===== src/ecg_pkg.sv =====
// Package for the easing curve generator: constants, payload structs, cell types.
// No dependencies.
package ecg_pkg;

    localparam int FRAC_BITS = 16;
    localparam int TIME_BITS = 16;
    localparam int Q         = 30;
    localparam int QW        = Q + 1;          // Q30 value up to and including one
    localparam int OUT_W     = FRAC_BITS + 1;
    localparam int NUM_W     = TIME_BITS + FRAC_BITS;
    localparam int DIV_CELLS = FRAC_BITS + 1;  // quotient bits, t may equal one
    localparam int CRV_CELLS = 7;              // multiply steps of the curve chain

    localparam logic [QW-1:0] ONE30  = QW'(64'd1 << Q);
    localparam logic [QW-1:0] HALF30 = QW'(64'd1 << (Q - 1));

    // C1 is above one, so the coefficients carry the integer bit too
    localparam logic [QW-1:0] C1 = QW'(32'd1686629713);
    localparam logic [QW-1:0] C3 = QW'(32'd693598668);
    localparam logic [QW-1:0] C5 = QW'(32'd85569306);
    localparam logic [QW-1:0] C7 = QW'(32'd5026995);
    localparam logic [QW-1:0] C9 = QW'(32'd172272);

    typedef enum logic [3:0] {
        EASE_NONE        = 4'd0,
        EASE_LINEAR      = 4'd1,
        EASE_SINE_IN     = 4'd2,
        EASE_SINE_OUT    = 4'd3,
        EASE_SINE_INOUT  = 4'd4,
        EASE_QUAD_IN     = 4'd5,
        EASE_QUAD_OUT    = 4'd6,
        EASE_QUAD_INOUT  = 4'd7,
        EASE_CUBIC_IN    = 4'd8,
        EASE_CUBIC_OUT   = 4'd9,
        EASE_CUBIC_INOUT = 4'd10
    } t_ease;

    typedef struct packed {
        logic [3:0]           ease_type;
        logic [TIME_BITS-1:0] elapsed_ticks;
        logic [TIME_BITS-1:0] duration_ticks;
    } t_in;

    typedef struct packed {
        logic [OUT_W-1:0] eased_value;
        logic             bad_duration;
    } t_out;

    // Sideband that rides along a chain of cells.
    typedef struct packed {
        logic       valid;
        logic [3:0] ease_type;
        logic       bad;
    } t_tag;

    // Divider cell payload: partial remainder, divisor, quotient so far.
    typedef struct packed {
        t_tag                 tag;
        logic [NUM_W:0]       rem;
        logic [TIME_BITS-1:0] div;
        logic [OUT_W-1:0]     quo;
    } t_div;

    // Curve cell payload.
    typedef struct packed {
        t_tag          tag;
        logic          upper;   // second half of an in-out curve
        logic [QW-1:0] t;       // progress in Q30
        logic [QW-1:0] x;       // argument being worked on
        logic [QW-1:0] x2;      // x squared
        logic [QW-1:0] acc;     // Horner or power accumulator
    } t_crv;

    function automatic logic [QW-1:0] mulq(input logic [QW-1:0] a, input logic [QW-1:0] b);
        logic [2*QW-1:0] p;
        p = a * b;
        return QW'(p >> Q);
    endfunction

endpackage


===== src/ecg_div_cell.sv =====
// One restoring division step: produces one quotient bit per cell.
// Depends on ecg_pkg.
module ecg_div_cell (
    input  logic          i_clk,
    input  logic          i_rst_n,
    input  logic          i_en,
    input  logic [4:0]    i_shift,
    input  ecg_pkg::t_div i_d,
    output ecg_pkg::t_div o_d
);
    ecg_pkg::t_div r_d, n_d;
    logic [ecg_pkg::NUM_W:0] w_trial;

    always_comb begin
        w_trial = (ecg_pkg::NUM_W + 1)'(i_d.div) << i_shift;
        n_d     = i_d;
        n_d.quo = {i_d.quo[ecg_pkg::OUT_W-2:0], 1'b0};
        if (i_d.rem >= w_trial) begin
            n_d.rem    = i_d.rem - w_trial;
            n_d.quo[0] = 1'b1;
        end
    end

    always_ff @(posedge i_clk) begin
        if (!i_rst_n) begin
            r_d.tag.valid <= 1'b0;
        end else if (i_en) begin
            r_d <= n_d;
        end
    end

    assign o_d = r_d;
endmodule


===== config.mk =====
export PLATFORM = sky130hd
export DESIGN_NAME = ecg_div_cell
export DESIGN_NICKNAME = d
export VERILOG_FILES = /design/src/ecg_pkg.sv /design/src/ecg_div_cell.sv
export SDC_FILE = /design/constraint.sdc
export NUM_CORES = 1
export LEC_CHECK = 0
export ABC_CLOCK_PERIOD_IN_PS = 4400
export BUFFER_PORTS_ARGS = -buffer_cell sky130_fd_sc_hd__buf_2
export CORE_AREA = 2 2 115 117
export DETAILED_ROUTE_END_ITERATION = 10
export DIE_AREA = 0 0 117 119
export HOLD_SLACK_MARGIN = 0.08
export PLACE_DENSITY = 0.77
export SLEW_MARGIN = 40
export SYNTH_ARGS = -nofsm -noshare
export SYNTH_HDL_FRONTEND = slang
export SYNTH_SLANG_ARGS = --single-unit

===== constraint.sdc =====
create_clock -name i_clk -period 4.4 [get_ports i_clk]
set_clock_uncertainty 0.2 [all_clocks]
set_input_delay 0.44 -clock i_clk [delete_from_list [all_inputs] [get_ports i_clk]]
set_output_delay 0.44 -clock i_clk [all_outputs]
set_load 0.02 [all_outputs]

==> reports/summary.txt, run 1 <==
GRT Overall Usage -> 0.2385
Pins Over Slew Limit -> 0
Final Hold Slack -> 101.5 ps
area of the multi-input gates -> 3268 µm²
post-synthesis cell area -> 5569 µm²
crit start category -> primary input
final WL -> 16980 µm
Int Power -> 1.912 mW
Distinct cells, synth -> 65
number of CTS-inserted buffers -> 9
die width -> 117 µm
Mean Syn Cell Area -> 10.09 µm²
top cells by area, synth -> edfxtp_1 (38%), mux2_4 (7.5%), ha_1 (7.4%)
number of flip-flops in the largest register -> 72
top_reg_cell synth -> edfxtp_1
DR pass1 iterations -> 5
power share of the sequential group -> 0.307
FMAX -> 235.7 MHz
crit path capture type -> flip-flop
CP arrival -> 4130 ps
GP Congestion -> 0.8819
port buffer count -> 150
Residual DRC -> 0
Final Cell Area -> 7904 µm²
layout cells sized above 1 -> 0.4169
setup TNS -> 0 ps
Worst Path Required -> 4290 ps
xor/xnor share of the synthesized area -> 0.04246
total power draw -> 2.795 mW
Leak -> 3.532 nW
DP Area -> 7296 µm²
Tmin final -> 4243 ps
setup violators final -> 0
ant diodes -> 0
clock-pin slew on the worst setup and hold paths -> 60 ps
Final Cycle Share -> 0.9642
Pwr Density -> 353.6 nW/µm²
Slew Limit Headroom -> 0.5555
Via density -> 5.391
Post-synth top cells -> edfxtp_1 (71), a21oi_1 (51), nand2_1 (50)
number of max-cap violations -> 0
HPWL Detailed -> 12980 µm
Root Driver -> clkbuf_16
EDFF count, synth -> 71
die height -> 119 µm
total gr overflow -> 0
Core Footprint -> 12870 µm²
CTS sink count -> 72
Synth Instances -> 552
final setup margin -> 157.4 ps
clock tree buffer depth -> 2
global-route wire length before repair -> 25730 µm
Async S/R FF share, synth -> 0
Synth top area share -> 0.3828
die area -> 13920 µm²
Layout Cells excl Fill -> 1006
htree depth -> 3
worst min-delay path class -> primary input to flip-flop
placed cells -> 969
largest net degree at the start of global routing -> 46
worst setup path category -> primary input to flip-flop
main combinational cell family by area after synthesis -> compound AO/OA/AOI/OAI gates
Yosys Warn Count -> 0
ANT nets after route -> 0
Synth Area in Compound Gates -> 0.1809
Clock Power Share -> 0.285
post-synthesis adder-cell area fraction -> 0.07774
Hold Violations, Final -> 0
I/O pin count -> 152
fillers -> 1035
most frequent cell after synthesis -> edfxtp_1
post-synth top area cell -> edfxtp_1
post-synthesis simple-gate area fraction -> 0.1296
NumNets Final -> 939
final design utilization -> 0.6139
total area of sequential cells -> 2152 µm²
Clk Latency, worst-skew pair -> 340 ps
worst slew pin tran -> 666.7 ps
status -> finished, final reports clean
syn_nets -> 666
postcts setup bufs -> 0
pre-CTS WS -> -292.7 ps
Peak supply drop -> 206.7 µV
Std-Cell Rows -> 42
combinational share of power -> 0.407
DR iter-0 viols -> 288
vias after detailed routing -> 5423
Seq/Total Area, Yosys -> 0.3864
Yosys reg bits -> 72
switch share -> 0.3160
Sw Pwr -> 0.8831 mW
area grow syn2layout -> 41.92%
post-DR wirelength/cell -> 16.88 µm
antenna violations before repair -> 0
vias in the first global route -> 5365
CTS tree -> yes
worst-path maximum fanout -> 10
Initial Util -> 0.4326
multiplexer area fraction after synthesis -> 0.1431
[layer usage]
| layer | share of wire | wire length (µm) | GRT usage |
|---|---|---|---|
| met1 | 0.42 | 7149 | 0.2894 |
| met4 | 0.035 | 600 | 0.1096 |
| met2 | 0.49 | 8245 | 0.4072 |
| met3 | 0.058 | 989 | 0.04071 |
| met5 | 0 | 0 | 0 |
[timing repair]
| item | 4_1_cts | 5_1_grt |
|---|---|---|
| hold buffers | 20 | 1 |
| hold endpoints to repair | 20 | 1 |
| gates resized for setup | 0 | 20 |
| setup endpoints to repair | 0 | 31 |
[layout make-up]
class	instances	share of cell area
clock buffers	11	0.03071
clock inverters	5	0.01029
inverters	18	0.009182
multi-input cells	436	0.4135
flip-flops and latches	72	0.2723
well taps	176	0.02786
repair buffers	288	0.2362
[logic make-up after synthesis]
| family | Yosys count |
|---|---|
| buffers and inverters | 44 |
| DFF | 72 |
| adders and majority gates | 34 |
| AOI/OAI and AO/OA | 156 |
| and+or+nand+nor | 156 |
| xor gates and xnor gates | 27 |
| muxes | 63 |
[placed cells by master, fill, tap and decap left out, types with 7 or more instances in the layout]
cell and instances:
buf_2 149, buf_4 115, edfxtp_1 71, nand2_1 50
nor2_1 46, a21oi_1 43, ha_1 31, o21ai_0 29
mux2_4 28, mux2i_1 23, xnor2_1 21, dlygate4sd3_1 21
inv_1 16, a21o_1 14, mux2_2 11, nand2b_1 11
a21oi_2 9, nand4_1 9, clkbuf_16 9, nand3_1 8
a22oi_1 8, nor3_1 7, o21bai_1 7
[final timing paths]
kind                            startpoint       to  slack (ps)  cells after the start
worst max-delay path            i_shift[0]  o_d[35]         160                     19
worst max register to register     o_d[71]  o_d[71]        3620                      2
worst min register to register     o_d[71]  o_d[71]         320                      2
worst min-delay path               i_d[27]  o_d[27]         100                      1
[critical path, stage by stage]
cell and delay (ps):
clkbuf_4 180, buf_4 180, mux2i_1 260, a21oi_1 120, mux2_2 300, mux2i_1 140, nor2_1 70, a21oi_2 150
ha_1 270, a21o_1 180, a21o_1 210, a211oi_2 230, o21ai_1 130, a2111o_1 390, o2111ai_2 200, a22o_4 170
inv_6 60, buf_12 150, mux2_4 310
[power groups by stage]
| stage | clock network, mW | registers [mW] | logic (mW) |
|---|---|---|---|
| final | 0.798 | 0.859 | 1.14 |
| after global routing | 0.837 | 0.866 | 1.23 |
| after CTS | 0.810 | 0.859 | 1.12 |
| after detailed placement | 0 | 0.872 | 1.09 |
| after global placement | 0 | 0.871 | 1.07 |
| after floorplan | 0 | 0.958 | 0.606 |
(Power assumes the default switching activity.)
==> run 2, diff against run 1 <==
ABC_CLOCK_PERIOD_IN_PS = 4100   (was 4400)
PLACE_DENSITY = 0.74   (was 0.77)
clock period = 4.1 ns   (was 4.4 ns; I/O delays follow)
==> run 2 against run 1 <==
  * Setup slack worse by 35 ps
  * Sequential power up 7.5%
  * Sequential share of layout area down 1.4 points
  * Non-clock buffer count up 40
  * Die area unchanged
  * Final area up 5.3%
  * Combinational power up 13%
  * Largest power group unchanged
==> reports/summary.txt, run 2 (same netlist as run 1, synthesis figures left out) <==
setup violators final -> 0
layout cells sized above 1 -> 0.4460
CP startpoint -> i_shift[0]
port buffer count -> 150
setup TNS -> 0 ps
Hold Violations, Final -> 0
power share of the sequential group -> 0.295
combinational share of power -> 0.412
antenna violations before repair -> 0
die width -> 117 µm
largest net degree at the start of global routing -> 72
vias after detailed routing -> 5577
GP Congestion -> 1.021
FMAX -> 251.4 MHz
CTS sink count -> 72
worst-path maximum fanout -> 16
Slew Limit Headroom -> 0.5605
status -> finished, final reports clean
reg-to-reg critical path startpoint -> o_d[71]
DR iter-0 viols -> 445
highest-delay cell along the critical path -> mux2_2
Final Cycle Share -> 0.9701
worst setup path category -> primary input to flip-flop
crit start category -> primary input
htree depth -> 3
vias in the first global route -> 5619
Clock Power Share -> 0.293
Initial Util -> 0.4326
number of CTS-inserted buffers -> 9
final setup margin -> 122.8 ps
Clk Latency, worst-skew pair -> 340 ps
NumNets Final -> 979
number of flip-flops in the largest register -> 72
Core Footprint -> 12870 µm²
Critical Path, Cell by Cell -> buf_6 -> buf_4 -> mux2_2 -> nor2_1 -> nor2_1 -> mux2_2 -> buf_4 -> mux2i_1 -> nand2b_1 -> ha_1 -> and3_1 -> o2111ai_1 -> a21oi_2 -> o2111ai_2 -> a22o_4 -> inv_6 -> buf_12 -> mux2_4
die area -> 13920 µm²
commonest cells after routing, fill and taps aside -> buf_4 (150), buf_2 (149), edfxtp_1 (71), nand2_1 (50), nor2_1 (46)
Leak -> 3.770 nW
Final Hold Slack -> 95.39 ps
DR pass1 iterations -> 7
HP Start -> i_d[31]
GRT Overall Usage -> 0.2507
CTS tree -> yes
clock tree buffer depth -> 2
ant diodes -> 0
worst min-delay path class -> primary input to flip-flop
final WL -> 17510 µm
Peak supply drop -> 227.6 µV
Root Driver -> clkbuf_16
Std-Cell Rows -> 42
global-route wire length before repair -> 27140 µm
die height -> 119 µm
switch share -> 0.3101
Residual DRC -> 0
total gr overflow -> 0
Sw Pwr -> 0.9706 mW
number of max-cap violations -> 0
worst slew pin tran -> 659.2 ps
Int Power -> 2.159 mW
commonest non-fill, non-tap cell in the layout -> buf_4
Pwr Density -> 376.1 nW/µm²
Final Cell Area -> 8322 µm²
I/O pin count -> 152
CP arrival -> 3870 ps
DP Area -> 7562 µm²
FF-to-FF path depth -> 2
crit path capture type -> flip-flop
ANT nets after route -> 0
Via density -> 5.332
Crit path largest cell delay -> 340 ps
post-DR wirelength/cell -> 16.74 µm
area grow syn2layout -> 49.43%
WHS Path Cells -> 1
clock-pin slew on the worst setup and hold paths -> 60 ps
Worst Path Required -> 3990 ps
Tmin final -> 3977 ps
Pins Over Slew Limit -> 0
pre-CTS WS -> -574.9 ps
HPWL Detailed -> 13430 µm
-- run 2: cell count changes in the layout (fill, tap and decap cells not counted), sizes merged --
| cell | before | now |
|---|---|---|
| buf | 266 | 304 |
| bufinv | 2 | 3 |
| clkbuf | 12 | 11 |
| clkinv | 2 | 0 |
| clkinvlp | 1 | 2 |
| dlygate4sd3 | 21 | 24 |
-- run 2: worst paths after layout --
| path | end | slack [ps] |
|---|---|---|
| min | o_d[31] | 100 |
| max reg2reg | o_d[71] | 3300 |
| max | o_d[56] | 120 |
| min reg2reg | o_d[71] | 330 |
-- run 2: worst max-delay path, delay by kind of cell --
kind            cells  cell delay (ps)
mux                 4             1110
fa+ha+maj           1              210
buf+inv             5              650
simple gates        4              580
compound gates      4              870
-- run 2: cell type report --
class                   count  area (µm²)
well taps                 176       220.2
clock buffers              11       242.7
clock inverters             5       105.1
flip-flops and latches     72        2152
fillers                  1017        4553
inverters                  18       72.57
repair buffers            328        2186
multi-input cells         436        3343
-- run 2: power groups by stage --
| stage | Clock [mW] | Combinational [mW] | Sequential (mW) |
|---|---|---|---|
| floorplan | 0 | 0.657 | 1.03 |
| global placement | 0 | 1.19 | 0.936 |
| detailed placement | 0 | 1.21 | 0.938 |
| CTS | 0.931 | 1.25 | 0.923 |
| global route | 0.958 | 1.39 | 0.930 |
| finish | 0.918 | 1.29 | 0.923 |
-- run 2: what timing repair did --
action | in CTS | in global routing
endpoints found under the setup margin | 31 | 31
buffers inserted | 0 | 3
gates resized for setup | 8 | 29
hold buffers | 24 | 0
endpoints found under the hold margin | 24 | 0
pin swaps | 0 | 7
-- run 2: per-stage QoR --
stage,std cells,total power [mW],util
2_1_floorplan,552,1.685,-
3_3_place_gp,1003,2.125,0.5874
3_5_place_dp,1003,2.152,0.5874
4_1_cts,1043,3.105,0.6356
5_1_grt,1046,3.277,0.6464
6_report,1046,3.130,0.6464
-- run 2: per-layer routing --
metal	share of wire	up-vias	global-route usage
met5	0	-	0
met4	0.025	0	0.1015
met3	0.057	37	0.03766
met2	0.49	220	0.4350
met1	0.43	2616	0.3074
li1	-	2704	-
==> run 3, diff against run 2 <==
==> constraint.sdc (replaced) <==
create_clock -name i_clk -period 4.1 [get_ports i_clk]
set_clock_uncertainty 0.2 [all_clocks]
set_input_delay 0.82 -clock i_clk [delete_from_list [all_inputs] [get_ports i_clk]]
set_output_delay 0.82 -clock i_clk [all_outputs]
set_load 0.02 [all_outputs]
==> run 3 against run 2 <==
  * Cell count is 0.48% higher
  * Critical path type unchanged
  * Final area is 5.7% higher
  * Critical path depth is 1 lower
  * Clock-buffer cell count is 2 lower
  * Sequential power hardly changed
  * Highest routed layer unchanged
  * Power is 3.6% higher
  * The run now ends with setup timing left
  * Core utilization is 3.7 points higher
==> reports/summary.txt, run 3 (same netlist as run 1, synthesis figures left out) <==
Final Cycle Share -> 1.072
global-route wire length before repair -> 27140 µm
I/O pin count -> 152
Pins Over Slew Limit -> 0
die area -> 13920 µm²
DR pass1 iterations -> 4
GRT Overall Usage -> 0.2499
die width -> 117 µm
Tmin final -> 4394 ps
Slew Limit Headroom -> 0.5635
total gr overflow -> 0
ant diodes -> 0
ANT nets after route -> 0
DR iter-0 viols -> 362
number of max-cap violations -> 0
Final Hold Slack -> 318.9 ps
RSZ-0062 raised after global routing -> true
layout cells sized above 1 -> 0.5486
final WL -> 18210 µm
crit start category -> primary input
setup violators final -> 30
Clk Latency, worst-skew pair -> 340 ps
largest net degree at the start of global routing -> 72
number of CTS-inserted buffers -> 9
violated checks -> setup timing
CTS tree -> yes
status -> finished, violations left
Core Footprint -> 12870 µm²
crit path capture type -> flip-flop
setup TNS -> -6886 ps
FMAX -> 227.6 MHz
area grow syn2layout -> 57.96%
Via density -> 5.437
worst slew pin tran -> 654.7 ps
CTS sink count -> 72
die height -> 119 µm
NumNets Final -> 984
Leak -> 3.916 nW
final setup margin -> -294.4 ps
Std-Cell Rows -> 42
Residual DRC -> 0
vias in the first global route -> 5555
antenna violations before repair -> 0
Worst Path Required -> 4000 ps
Hold Violations, Final -> 0
port buffer count -> 150
Initial Util -> 0.4326
commonest non-fill, non-tap cell in the layout -> buf_4
Peak supply drop -> 193.3 µV
worst min-delay path class -> flip-flop to flip-flop
worst-path maximum fanout -> 7
HPWL Detailed -> 13280 µm
hold buffers post-CTS -> 0
htree depth -> 3
vias after detailed routing -> 5714
total power draw -> 3.241 mW
clock tree buffer depth -> 2
post-DR wirelength/cell -> 17.33 µm
clock-pin slew on the worst setup and hold paths -> 60 ps
GP Congestion -> 0.9582
worst setup path category -> primary input to flip-flop
commonest cells after routing, fill and taps aside -> buf_4 (174), buf_2 (149), edfxtp_1 (71), nand2_1 (48), nor2_1 (39)
number of flip-flops in the largest register -> 72
Root Driver -> clkbuf_16
CP arrival -> 4290 ps
Pwr Density -> 368.4 nW/µm²
==> run 3: cell count changes in the layout (fill, tap and decap cells not counted), sizes merged <==
cell	delta
clkinv	+2
inv	+2
clkinvlp	-1
clkbuf	-2
bufinv	-1
dlygate4sd3	-24
buf	+27
bufbuf	+2
==> run 3: what timing repair did <==
action,in CTS,in global routing
pin swaps,8,26
gates resized for setup,66,69
gates cloned,2,0
setup endpoints to repair,34,34
buffers inserted,8,11
==> run 3: area by class of cell <==
cell class                      count  area (µm²)
Inverter                           18       75.07
Fill cell                         943        4078
Tap cell                          176       220.2
Timing Repair Buffer              333        2242
Multi-Input combinational cell    436        3780
Clock inverter                      7       102.6
Sequential cell                    72        2152
Clock buffer                        9       225.2
==> run 3: final timing paths <==
check             startpoint      end  slack (ps)  cells after the start
setup / recovery  i_shift[0]  o_d[40]        -290                     17
hold / removal       o_d[71]  o_d[71]         320                      2
setup reg to reg     o_d[71]  o_d[71]        3300                      2
hold reg to reg      o_d[71]  o_d[71]         320                      2
==> run 3: per-stage QoR <==
step	area, µm²	instances	utilization	setup slack [ps]
finish	8797	1051	0.6833	-294.4
global route	8797	1051	0.6833	-409.2
CTS	8384	1040	0.6512	-208.9
detailed placement	7652	1014	0.5944	-907.2
global placement	7652	1014	0.5944	-909.8
floorplan	5620	552	-	-433.8
==> run 3: critical path, stage by stage <==
cell	delay (ps)
bufbuf_16	250
nor2b_1	130
a211oi_1	70
a21oi_1	210
mux2i_1	170
mux2i_2	260
a22oi_1	140
buf_4	180
ha_4	270
nand4_1	190
nor4_4	380
a31oi_4	130
nor3b_4	170
a22o_4	250
inv_6	80
bufbuf_16	280
mux2_4	300
==> run 3: where the power goes <==
| group | internal (mW) | total (mW) | switching [mW] |
|---|---|---|---|
| Clock | 0.539 | 0.871 | 0.332 |
| Combinational | 0.739 | 1.45 | 0.711 |
| Sequential | 0.905 | 0.921 | 0.0159 |
==> run 3: routing by layer <==
metal,wire length [µm],global-route usage,up-vias
li1,-,-,2714
met1,7656,0.3090,2755
met2,8888,0.4256,211
met3,1132,0.04885,34
met4,537,0.09559,0
met5,0,0,-
